`src/rtl/hvcd_ram.sv`:
```
// ============================================================================
// hvcd_ram
// Generic single-port synchronous RAM with registered read.
// ============================================================================
module hvcd_ram #(
    parameter int WIDTH = 8,
    parameter int DEPTH = 16
) (
    input  logic                     clk,
    input  logic                     we,
    input  logic [$clog2(DEPTH)-1:0] addr,
    input  logic [WIDTH-1:0]         wdata,
    output logic [WIDTH-1:0]         rdata
);

    logic [WIDTH-1:0] mem [DEPTH];

    // write, and register the read
    always_ff @(posedge clk)
    begin
        if (we)
        begin
            mem[addr] <= wdata;
        end
        rdata <= mem[addr];
    end

endmodule

```
`config.mk`:
```
export PLATFORM = sky130hd
export DESIGN_NAME = hvcd_ram
export DESIGN_NICKNAME = d
export VERILOG_FILES = /design/src/rtl/hvcd_ram.sv
export SDC_FILE = /design/constraint.sdc
export NUM_CORES = 1
export LEC_CHECK = 0
export BUFFER_PORTS_ARGS = -buffer_cell sky130_fd_sc_hd__buf_2
export CORE_UTILIZATION = 64
export CTS_BUF_LIST = sky130_fd_sc_hd__clkbuf_4 sky130_fd_sc_hd__clkbuf_8
export DETAILED_ROUTE_END_ITERATION = 16
export GPL_TIMING_DRIVEN = 0
export PLACE_DENSITY_LB_ADDON = 0.15
export SETUP_SLACK_MARGIN = 0.1
export SLEW_MARGIN = 30
export SYNTH_ARGS = -nofsm -noshare
export SYNTH_HDL_FRONTEND = slang
export SYNTH_SLANG_ARGS = --single-unit
```
`constraint.sdc`:
```
create_clock -name clk -period 5.35 [get_ports clk]
set_input_delay 0.8025 -clock clk [delete_from_list [all_inputs] [get_ports clk]]
set_output_delay 0.8025 -clock clk [all_outputs]
set_load 0.005 [all_outputs]
```
Word level (Yosys, flattened, before mapping)

Memory sizes are Yosys's and may differ from the RTL's. A register that Yosys moved wholly into a read port is not among the register bits.
Cells that the tools add are included.

Flip-flop bits (word level): 0
Memory bits (writable): 128
Bits of input ports: 14
Word-level logic and storage cells: 3
Memories: 1

Memory list:

| name | words | width | read ports | clocked after Yosys merged registers in | write ports | line | text |
|---|---|---|---|---|---|---|---|
| mem  | 16    | 8     | 1          | 1                                       | 1           | 16   | `logic [WIDTH-1:0] mem [DEPTH];` |

Multiplexer cells: 2

Operator list:

| cell   | count |
|---|---|
| $mux 1 | 2 |

Depth between registers and ports, before layout

Depth after elaboration: 2
Depth in mapped cells: 5
Mapped depth without buffers: 3

Least setup slack after synthesis

OpenSTA, ideal clock, no wires.

Path type: input port to flip-flop
Start point: in addr[2]
End point: mem mem[0][0] (enable)
Arrival: 1.912 ns
Data required time: 4.967 ns
Slack: 3.054 ns
Stages on the path: 2
Cells stage by stage: or3b_2 -> nor3_1

RTL lines:

| element            | line | text |
|---|---|---|
| start: declaration | 11   | `input logic [$clog2(DEPTH)-1:0] addr,` |
| end: declaration   | 16   |  |

Straight into the memory's write port.

Final worst setup path

Start point: in addr[1]
End point: mem mem[3][6] (enable)

Straight into the memory's write port.

==> qor_table.md <==
| Stage | Item | Value |
|---|---|---|
| final layout | Ratio of cells with drive above 1 in the final layout | 0.331 |
| clock tree | Clock sinks | 136 |
| logic synthesis | Share of synthesized cell area in full adder, half adder and majority cells | 0 |
| job | Maximum capacitance violations | 0 |
| logic synthesis | Most used standard cells in the synthesized netlist | edfxtp_1 (128), mux4_2 (32), a22oi_1 (16), nor2_1 (13), nand2_1 (9) |
| sta | Total setup violations reported at the end of the flow | 0 |
| setup path | Critical Path Slowest Stage Cell | nor2_1 |
| logic synthesis | Fraction of the mapped netlist area in compound gates | 0.0237 |
| floorplan | Placeable core area | 7690 um^2 |
| detailed routing | Post-detailed-route wirelength per cell | 24.7 um |
| final layout | Area Growth Syn to Fin | 14.2% |
| place | RePlAce Congestion | 0.824 |
| logic synthesis | Number of warnings printed during yosys synthesis | 0 |
| pwr | Switching power of the nets | 0.450 mW |
| pwr | Power density of the placed cells | 395 nW/um^2 |
| setup path | Kind of start point of the critical path | input port |
| clock tree | Number of buffers added by the clock tree synthesis step | 17 |
| logic synthesis | Leading area contributor after synthesis | edfxtp_1 |
| pwr | Internal power contribution | 1.83 mW |
| detailed routing | Initial DRC count | 237 |
| logic synthesis | Synth unique cells | 18 |
| clock tree | Postcts setup bufs | 0 |
| place | PortBufs | 19 |
| floorplan | Effective utilization at floorplan | 0.659 |
| grt | Via count of the first global-routing pass | 2548 |
| clock tree | Clock root cell | clkbuf_8 |
| logic synthesis | Post-synthesis share of cell area spent on and, or, nand and nor gates | 0.0321 |
| clock tree | Clock-pin slew on the worst setup and hold paths | 80 ps |
| logic synthesis | Number of synthesized flops with an enable pin | 128 |
| clock tree | Htree depth | 4 |
| sta | Setup repair after global routing missed its margin | false |
| logic synthesis | Biggest area contributors in the synthesized netlist | edfxtp_1 (76%), mux4_2 (14%), dfxtp_1 (3.2%) |
| detailed routing | DRT Pass-1 Iters | 5 |
| floorplan | Die outline area | 8280 um^2 |
| sta | Share of the cycle needed by the critical path after routing | 0.465 |
| place | Placed Instances | 351 |
| clock tree | Cts repair resizes | 0 |
| setup path | Kind of end point of the critical path | flip-flop |
| clock tree | Worst-Skew Late Latency | 420 ps |
| final layout | Antenna Diode Count | 0 |
| logic synthesis | Register bit count reported by yosys | 136 |
| place | Detailed-placement wirelength estimate | 5.95 mm |
| grt | Total congestion overflow | 0 |
| setup path | Delay of the slowest cell on the worst path | 690 ps |
| status | Outcome | complete, no violations |
| grt | Maximum number of pins on one net before global-route repair | 17 |
| setup path | Class of the most critical setup path | input port to flip-flop |
| detailed routing | Routed wire length | 9.45 mm |
| logic synthesis | Xor/xnor share of the synthesized area | 0 |
| setup path | Biggest fanout along the worst timing path | 10 |
| logic synthesis | Dominant cell by count in the synthesized netlist | edfxtp_1 |
| setup path | CP Cell Sequence | buf_2 -> buf_1 -> nand2_1 -> nor2_1 |
| logic synthesis | Multiplexer share of the synthesized area | 0.142 |
| sta | Worst-margin pin slew | 900 ps |
| logic synthesis | Post-synthesis area per instance | 22.0 um^2 |
| grt | Antenna violations before repair | 0 |
| logic synthesis | Syn Std Cell Area | 5070 um^2 |
| pwr | Maximum vdd drop | 0.277 mV |
| pwr | Power, Total | 2.29 mW |
| sta | Max-slew headroom at the worst pin | 0.398 |
| detailed routing | Total number of vias | 2442 |
| grt | Global-route wire length before repair | 14.5 mm |
| clock tree | Count of hold buffers inserted by post-cts repair | 0 |
| worst hold path | HP Class | flip-flop to flip-flop |
| logic synthesis | Post-synthesis sequential area ratio | 0.790 |
| setup path | Crit path required time | 5400 ps |
| grt | Global-route usage over all layers | 0.257 |
| logic synthesis | Mapped Nets | 244 |
| logic synthesis | Synth Instances | 230 |
| logic synthesis | Proportion of register bits with asynchronous set or reset after synthesis | 0 |
| setup path | Data arrival time at the worst-slack endpoint | 2540 ps |
| pwr | Standby leakage power | 1.88 nW |
| detailed routing | Detail-routed via count per cell | 6.38 |
| sta | Maximum frequency from static timing analysis | 0.402 GHz |
| pwr | Clock group share of total power | 0.428 |
| pwr | Proportion of total power due to net switching | 0.197 |
| logic synthesis | Share of Yosys cell area claimed by the top area cell type | 0.759 |
| detailed routing | Number of design rule violations left after detail routing | 0 |
| floorplan | Row cnt | 32 |
| floorplan | Die outline width | 91.0 um |
| sta | Tightest hold margin | 687 ps |
| final layout | Layout net count | 282 |
| sta | Final Slew Violations | 0 |
| pwr | Sequential share of power | 0.523 |
| final layout | Final cell count without fillers | 383 |
| logic synthesis | Flip-flop cell with the highest count after synthesis | edfxtp_1 |
| clock tree | TritonCTS clock tree | done |
| clock tree | Clock Tree Buf Depth | 2 |
| sta | Shortest clock period the worst path allows after layout | 2490 ps |
| sta | Number of failing hold endpoints at the final stage | 0 |
| floorplan | Y dimension of the die | 91.0 um |
| place | Placed cell area | 5310 um^2 |
| setup path | Setup slack, reg-to-reg | 3910 ps |
| detailed routing | ANT nets after route | 0 |
| sta | Setup TNS | 0 ps |
| pwr | Combinational group share of total power | 0.049 |
| logic synthesis | Combinational family with the most area after synthesis | multiplexers |
| floorplan | Boundary Pins | 22 |
| sta | Final worst clock skew | 11.7 ps |
| final layout | Final design instance area without fill | 5790 um^2 |
cell usage in the layout, fill, tap and decap left out:
cell and n:
a22oi_1 16, and2_1 1, buf_1 4, buf_2 21, buf_6 2, bufinv_16 5, clkbuf_1 2, clkbuf_2 1
clkbuf_4 3, clkbuf_8 19, clkinv_4 1, clkinvlp_4 2, dfxtp_1 8, edfxtp_1 128, inv_6 2, mux4_2 32
nand2_1 9, nand2b_1 2, nand3_1 1, nand3b_1 2, nor2_1 13, nor2b_1 2, nor3_2 4, or3b_2 1
metal layers:
metal  GRT usage  part of all wire  vias up
li1            -                 -     1039
met1       0.361              0.40     1237
met2       0.395              0.49      145
met3      0.0628             0.090       21
met4       0.112             0.023        0
met5           0                 0        -
area by class of cell:
class / instances / area [um^2]
clock buffers: 22 / 284
flip-flops and latches: 136 / 4000
fillers: 435 / 1900
multi-input cells: 83 / 1020
plain buffers: 11 / 60.1
repair buffers: 19 / 95.1
well taps: 102 / 128
clock inverters: 10 / 191
per-stage QoR:
stage / util / setup slack [ps]
6_report: 0.753 / 2860
5_1_grt: 0.753 / 2750
4_1_cts: 0.753 / 2900
3_5_place_dp: 0.691 / 2460
3_3_place_gp: 0.688 / 2470
2_1_floorplan: - / 3050
flip-flops by register name, indices dropped and copies added, names as in the netlist:
name and flops:
rdata 8, mem 128
path summary, 6_finish.rpt:
kind,startpoint,endpoint,depth (start not counted)
max,addr[1],mem[3][6]$_DFFE_PP_,4
min,mem[11][6]$_DFFE_PP_,rdata[6]$_DFF_P_,3
max reg2reg,mem[3][5]$_DFFE_PP_,rdata[5]$_DFF_P_,3
min reg2reg,mem[11][6]$_DFFE_PP_,rdata[6]$_DFF_P_,3
power groups by stage:
stage / Sequential [mW] / Clock [mW] / Combinational, mW
final: 1.20 / 0.978 / 0.111
after detailed placement: 1.22 / 0 / 0.110
after global routing: 1.20 / 1.02 / 0.118
after global placement: 1.22 / 0 / 0.106
after CTS: 1.20 / 0.982 / 0.111
after floorplan: 1.22 / 0 / 0.0614
cells by family after synthesis:
family	Yosys count
simple gates	35
flops	136
mux	32
buf+inv	11
compound gates	16
critical path: cells and delay by family:
family / cells / cell delay, ps
buffers and inverters: 2 / 780
and+or+nand+nor: 2 / 950
Power figures use the tool's default switching activity.
