File: src/rtl/hvcd_pkg.sv
// ============================================================================
// hvcd_pkg
// Shared types and constants of the hashed voxel centroid downsampler.
// ============================================================================
package hvcd_pkg;

    localparam int unsigned HASH_KX = 7171;
    localparam int unsigned HASH_KY = 3079;
    localparam int unsigned HASH_KZ = 4231;

    localparam logic [15:0] COUNT_MAX = 16'hFFFF;

    // configuration register indexes
    localparam logic [1:0] REG_INV_X = 2'd0;
    localparam logic [1:0] REG_INV_Y = 2'd1;
    localparam logic [1:0] REG_INV_Z = 2'd2;
    localparam logic [1:0] REG_COLOR = 2'd3;

    localparam logic FUNC_ACCUM = 1'b0;
    localparam logic FUNC_DRAIN = 1'b1;

    // bin record as stored in the bin memory
    typedef struct packed {
        logic [15:0]        count;
        logic signed [15:0] vox_x;
        logic signed [15:0] vox_y;
        logic signed [15:0] vox_z;
        logic signed [47:0] sum_x;
        logic signed [47:0] sum_y;
        logic signed [47:0] sum_z;
        logic [23:0]        sum_r;
        logic [23:0]        sum_g;
        logic [23:0]        sum_b;
    } bin_rec_t;

    localparam int BIN_W = $bits(bin_rec_t);

    // request to the centroid divider
    typedef struct packed {
        logic               start;
        logic               color;
        bin_rec_t           rec;
    } div_req_t;

    typedef enum logic [2:0] {
        ST_IDLE,
        ST_IDX,
        ST_HASH,
        ST_READ,
        ST_UPDATE,
        ST_WAIT_DIV,
        ST_CLEAR
    } ctrl_state_t;

endpackage

File: src/rtl/hvcd_divider.sv
// ============================================================================
// hvcd_divider
// Centroid divider: divides all six sums by the count, one quotient bit per
// cycle per lane, with shared restoring steps.
// ============================================================================
module hvcd_divider
    import hvcd_pkg::*;
(
    input  logic               clk,
    input  logic               rst_n,
    input  div_req_t           req,
    output logic               busy,
    output logic               done,
    output logic signed [31:0] cx,
    output logic signed [31:0] cy,
    output logic signed [31:0] cz,
    output logic [7:0]         mr,
    output logic [7:0]         mg,
    output logic [7:0]         mb,
    output logic [15:0]        cnt,
    output logic signed [15:0] vx,
    output logic signed [15:0] vy,
    output logic signed [15:0] vz
);

    localparam int NL = 6;
    localparam int DW = 48;

    logic [5:0]        step_reg;
    logic              busy_reg;
    logic              done_reg;
    logic              color_reg;
    logic [15:0]       den_reg;
    logic [NL-1:0]     neg_reg;
    logic [DW-1:0]     num_reg [NL];
    logic [15:0]       rem_reg [NL];
    logic signed [15:0] vx_reg, vy_reg, vz_reg;

    logic [DW-1:0]     mag_in [NL];
    logic [16:0]       trial [NL];

    // magnitudes of the sums at start, and each lane's trial subtraction
    always_comb
    begin
        mag_in[0] = req.rec.sum_x[47] ? DW'(-req.rec.sum_x) : DW'(req.rec.sum_x);
        mag_in[1] = req.rec.sum_y[47] ? DW'(-req.rec.sum_y) : DW'(req.rec.sum_y);
        mag_in[2] = req.rec.sum_z[47] ? DW'(-req.rec.sum_z) : DW'(req.rec.sum_z);
        mag_in[3] = DW'(req.rec.sum_r);
        mag_in[4] = DW'(req.rec.sum_g);
        mag_in[5] = DW'(req.rec.sum_b);
        for (int i = 0; i < NL; i++)
        begin
            trial[i] = {rem_reg[i], num_reg[i][DW-1]} - {1'b0, den_reg};
        end
    end

    // iterate one quotient bit per cycle
    always_ff @(posedge clk or negedge rst_n)
    begin
        if (!rst_n)
        begin
            busy_reg <= 1'b0;
            done_reg <= 1'b0;
            step_reg <= '0;
        end
        else
        begin
            done_reg <= 1'b0;
            if (req.start && !busy_reg)
            begin
                busy_reg <= 1'b1;
                step_reg <= 6'(DW - 1);
            end
            else if (busy_reg)
            begin
                step_reg <= step_reg - 6'd1;
                if (step_reg == '0)
                begin
                    busy_reg <= 1'b0;
                    done_reg <= 1'b1;
                end
            end
        end
    end

    always_ff @(posedge clk)
    begin
        if (req.start && !busy_reg)
        begin
            color_reg <= req.color;
            den_reg   <= req.rec.count;
            vx_reg    <= req.rec.vox_x;
            vy_reg    <= req.rec.vox_y;
            vz_reg    <= req.rec.vox_z;
            neg_reg   <= {3'b000, req.rec.sum_z[47], req.rec.sum_y[47], req.rec.sum_x[47]};
            for (int i = 0; i < NL; i++)
            begin
                num_reg[i] <= mag_in[i];
                rem_reg[i] <= '0;
            end
        end
        else if (busy_reg)
        begin
            for (int i = 0; i < NL; i++)
            begin
                if (!trial[i][16])
                begin
                    rem_reg[i] <= trial[i][15:0];
                    num_reg[i] <= {num_reg[i][DW-2:0], 1'b1};
                end
                else
                begin
                    // shifted remainder is below the count here, so it fits 16 bits
                    rem_reg[i] <= {rem_reg[i][14:0], num_reg[i][DW-1]};
                    num_reg[i] <= {num_reg[i][DW-2:0], 1'b0};
                end
            end
        end
    end

    // apply signs and truncate
    assign cx   = neg_reg[0] ? 32'(-num_reg[0]) : 32'(num_reg[0]);
    assign cy   = neg_reg[1] ? 32'(-num_reg[1]) : 32'(num_reg[1]);
    assign cz   = neg_reg[2] ? 32'(-num_reg[2]) : 32'(num_reg[2]);
    assign mr   = color_reg ? num_reg[3][7:0] : 8'd0;
    assign mg   = color_reg ? num_reg[4][7:0] : 8'd0;
    assign mb   = color_reg ? num_reg[5][7:0] : 8'd0;
    assign cnt  = den_reg;
    assign vx   = vx_reg;
    assign vy   = vy_reg;
    assign vz   = vz_reg;
    assign busy = busy_reg;
    assign done = done_reg;

endmodule

File: config.mk
export PLATFORM = sky130hd
export DESIGN_NAME = hvcd_divider
export DESIGN_NICKNAME = d
export VERILOG_FILES = /design/src/rtl/hvcd_pkg.sv /design/src/rtl/hvcd_divider.sv
export SDC_FILE = /design/constraint.sdc
export NUM_CORES = 1
export LEC_CHECK = 0
export BUFFER_PORTS_ARGS = -buffer_cell sky130_fd_sc_hd__buf_2
export CELL_PAD_IN_SITES_DETAIL_PLACEMENT = 1
export CELL_PAD_IN_SITES_GLOBAL_PLACEMENT = 1
export CORE_AREA = 5 5 247 249
export DETAILED_ROUTE_END_ITERATION = 12
export DIE_AREA = 0 0 252 254
export PLACE_DENSITY = 0.92
export SYNTH_ARGS = -nofsm -noshare
export SYNTH_HDL_FRONTEND = slang
export SYNTH_SLANG_ARGS = --single-unit
File: constraint.sdc
create_clock -name clk -period 23.6 [get_ports clk]
set_input_delay 4.72 -clock clk [delete_from_list [all_inputs] [get_ports clk]]
set_output_delay 4.72 -clock clk [all_outputs]
set_load 0.02 [all_outputs]
* After elaboration in Yosys (flattened, before gate mapping)
Memory sizes are Yosys's and may differ from the RTL's.
Index checks and enable logic that the tools add are counted.
** Operators by class
- $add $sub $neg :: 13
- Mux-type cells :: 91
- Bitwise operators :: 24
- Reduce and logical (&&, ||, !) cells :: 4
** Operator list (count)
- $mux 48 :: 15
- $mux 16 :: 12
- $neg 48->48 :: 3
- $sub 17x16->17 :: 6
- $mux 32 :: 3
- $neg 32->32 :: 3
- $mux 1 :: 56
- $mux 8 :: 3
- $or 1x1->1 :: 24
- $mux 6 :: 2
- $logic_not 6->1 :: 1
- $sub 6x1->6 const B :: 1
- $reduce_bool 2->1 :: 1
- $logic_and 1x1->1 :: 1
- $logic_not 1->1 :: 1
** Storage, ports and cells
- Register bits after elaboration :: 76
- RAM bits :: 384
- Input bits :: 284
- Output and inout port bits :: 186
- Memories :: 2
** Memory list
- num_reg :: depth 6, bits a word 48, read ports 6, clocked after memory_dff 0, write ports 6, RTL line hvcd_divider.sv:35 : logic [DW-1:0] num_reg [NL];
- rem_reg :: depth 6, bits a word 16, read ports 6, clocked after memory_dff 0, write ports 6, RTL line hvcd_divider.sv:36 : logic [15:0] rem_reg [NL];

* Depth between registers and ports, before layout
An unclocked memory read counts as a cell.
- Depth after elaboration :: 8
- Mapped depth :: 13
- Depth with buffers taken out :: 11

* Least setup slack after synthesis
No wires, ideal clock.
- Path type :: input to register
- From :: input port req[281] (netlist bit)
- To :: memory num_reg[0][0], enable pin
- Arrival time :: 12.198 ns
- Required time :: 22.867 ns
- Path slack :: 10.669 ns
- Cell stages on the path :: 2
- Buffers on the path :: 0
- Path through :: nor2_1 -> inv_1
** RTL lines
- start: declaration :: RTL line hvcd_divider.sv:11 : input div_req_t req,
- end: declaration :: RTL line hvcd_divider.sv:35

==> flow_summary.ini <==
[sta]
setup_ws_ns = 14.90
setup_tns_ns = 0
tightest_slew_ns = 1.179
slew_headroom_pct = 21.37
clock_skew_ns = 0.01841
fin_hold_ws_ns = 0.5003
rsz0062_at_grt = no
period_needed_ns = 8.704
finalSetupViolations = 0
finalCritPeriodShare_pct = 36.88
fmax_ghz = 0.1149
final_hold_viol_count = 0
final-max-slew-violation-count = 0

[hold_path]
hold_start = step_reg[5]$_DFFE_PN0P_
worst_hold_path.endpoint = done$_DFF_PN0_
hold_depth = 1
min_path_type = flop to flop

[global_route]
antenna_found_initial = 31
grt_max_degree = 239
gr-total-overflow = 0
grt_pass1_wl_mm = 134.3
grt_util_all_layers_pct = 25.92
grt_pass1_vias = 24190

[power]
p_total_mw = 4.352
ir_drop_v = 0.00007041
power_density_nw_per_um2 = 134.2
p_leak_nw = 13.06

[synth]
syn-mean-instance-area_um2 = 10.65
synth_edf_count = 452
synth_fp_nets = 2994
ys_seq_area_share_pct = 49.70
netlist.area_leader.share_pct = 48.98
ys_ff_latch = 460
synthFlopType = edfxtp_1
ys_types = 77
async_flop_share_pct = 1.739
postSynthCellCount = 2601
synth_top_cell_by_area = edfxtp_1
yosysWarnings = 0
syn_area_um2 = 27710
synth_top_cells_by_area = edfxtp_1, o21ai_0, xnor2_1

[placement]
place_congestion = 0.9319
dp_hpwl_mm = 61.50
dpl_worst_slack_ns = 15.56
dp.cells = 3740
io_buffers = 469

[clocking]
post_cts_resize_count = 0
clk-insertion-delay-late_ns = 0.61
cts_tree = built
htree_num_levels = 2
numClockSinks = 460
post-cts-setup-buffers = 0
cts_buffers = 52
ctsRootBufferMaster = clkbuf_16
path_clk_slew_ns = 0.06
cts_buffer_depth = 3
cts_hold_buf = 0

[layout]
drive_gt1_share_pct = 21.99
final_cells = 3865
largest_register_ffs = 288
area_growth_pct = 17.01
fill_cells = 6478
final_nets = 3414

[setup_path]
regToRegSetupSlack_ns = 19.26
arrival_ns = 3.98
r2r_end = rem_reg[1][13]$_SDFFCE_PN0P_
end_kind = output pin
critPathTopFamily = simple AND/OR/NAND/NOR gates
path_class = flop to output pin
ff2ff_path_depth = 10
crit_chain = or4_1, or3_1, or3_1, or4_1, or3_1, o31ai_1, xnor2_1, buf_2
crit_top_cell = or3_1
startpoint_type = flop
crit_fanout = 4
slowest_delay_ns = 0.60
crit_slowest_cell = or4_1
r2r-start = cnt[2]$_DFFE_PP_
path_buf_inv = 1
crit_required_ns = 18.88

[floorplan]
io_pins = 470
die_h_um = 254
initial_core_util_pct = 47.40
die-area_um2 = 64010
die_w_um = 252
rows = 89
fp.coreArea_um2 = 58460

[routing]
finalWirelength_mm = 86.81
drcViolationCount = 0
vias = 22810
dr.pass1.iters = 5
drt-initial-drc-count = 1326
wl_per_cell_um = 22.46
vias_per_cell = 5.902
drtAntennaViolNets = 0

[outcome]
status = finished, final reports clean

[run]
max_cap_violations = 0
per-stage QoR:
| stage | cell area, um2 | util, % |
|---|---|---|
| 6_report | 32430 | 55.47 |
| 3_5_place_dp | 30680 | 52.48 |
| 4_1_cts | 32360 | 55.35 |
| 2_1_floorplan | 27710 | - |
| 5_1_grt | 32410 | 55.44 |
| 3_3_place_gp | 30680 | 52.48 |
worst max path at each step:
stage / start / end / slack, ns / depth (start not counted)
after detailed placement: req[176] / num_reg[0][43]$_DFFE_PP_ / 15.56 / 9
after global placement: num_reg[0][112]$_DFFE_PP_ / cz[31] / 15.67 / 8
after CTS: num_reg[0][112]$_DFFE_PP_ / cz[31] / 14.90 / 8
after global routing: num_reg[0][112]$_DFFE_PP_ / cz[31] / 14.76 / 8
final: num_reg[0][112]$_DFFE_PP_ / cz[31] / 14.90 / 8
after floorplan: req[281] / num_reg[0][0]$_DFFE_PP_ / 10.67 / 2
worst register-to-register path: cells and delay by family, from the launching register on:
family	cells	cell delay, ns
buf+inv	1	0.45
compound gates	5	1.59
simple gates	3	1.22
flops	1	0.39
fa+ha+maj	1	0.39
final cells by class:
type | instances | area [um2] | area share (%)
Sequential cell | 460 | 13780 | 42.49
Multi-Input combinational cell | 1959 | 13210 | 40.75
Timing Repair Buffer | 482 | 2470 | 7.617
Clock buffer | 60 | 1331 | 4.105
Tap cell | 773 | 967.2 | 2.983
Clock inverter | 38 | 345.3 | 1.065
Inverter | 66 | 256.5 | 0.7910
Antenna cell | 27 | 67.56 | 0.2084
layout by cell type, fill, tap and decap left out, types with 52 or more instances in the layout:
cell and n:
and2_1 105, a21oi_1 100, edfxtp_1 452, o31ai_1 71, mux2_2 81, ha_1 103, nand2_1 275, nor2_1 143
buf_2 469, inv_1 63, o21ai_0 285, xnor2_1 151, clkbuf_16 52, xor2_1 129
cell usage after synthesis (all sizes together) (14+ instances only):
cell type / number
nor4: 16
inv: 65
clkbuf: 106
a211oi: 27
o41ai: 34
o31ai: 71
xnor2: 152
a21oi: 101
a31oi: 16
edfxtp: 452
nor2b: 21
and2: 105
o21ai: 286
a21o: 14
nor3: 24
or4: 44
nand3: 45
or3: 41
nand2: 275
xor2: 129
nor2: 143
mux2: 81
o21a: 31
mux2i: 34
nand2b: 33
ha: 103
cells by family after synthesis:
family	share of synthesized area (%)
muxes	4.519
adders and majority gates	5.084
xor gates and xnor gates	8.881
and+or+nand+nor	14.51
DFF	49.70
buffers and inverters	2.677
AOI/OAI and AO/OA	14.63
layer usage:
metal	GRT usage, %	vias to the layer above	wire, um
met3	4.902	208	4924
met1	30.98	11360	34210
met5	0	-	88
met2	46.07	708	44320
li1	-	10520	-
met4	10.70	14	3270
power by group:
part,leakage [nW],internal (mW),switching (mW)
logic,7.45,0.768,1.10
clock network,0.819,0.461,0.350
registers,4.79,1.43,0.251
total,13.1,2.66,1.70
No activity file was read; power rests on OpenSTA's default activity.
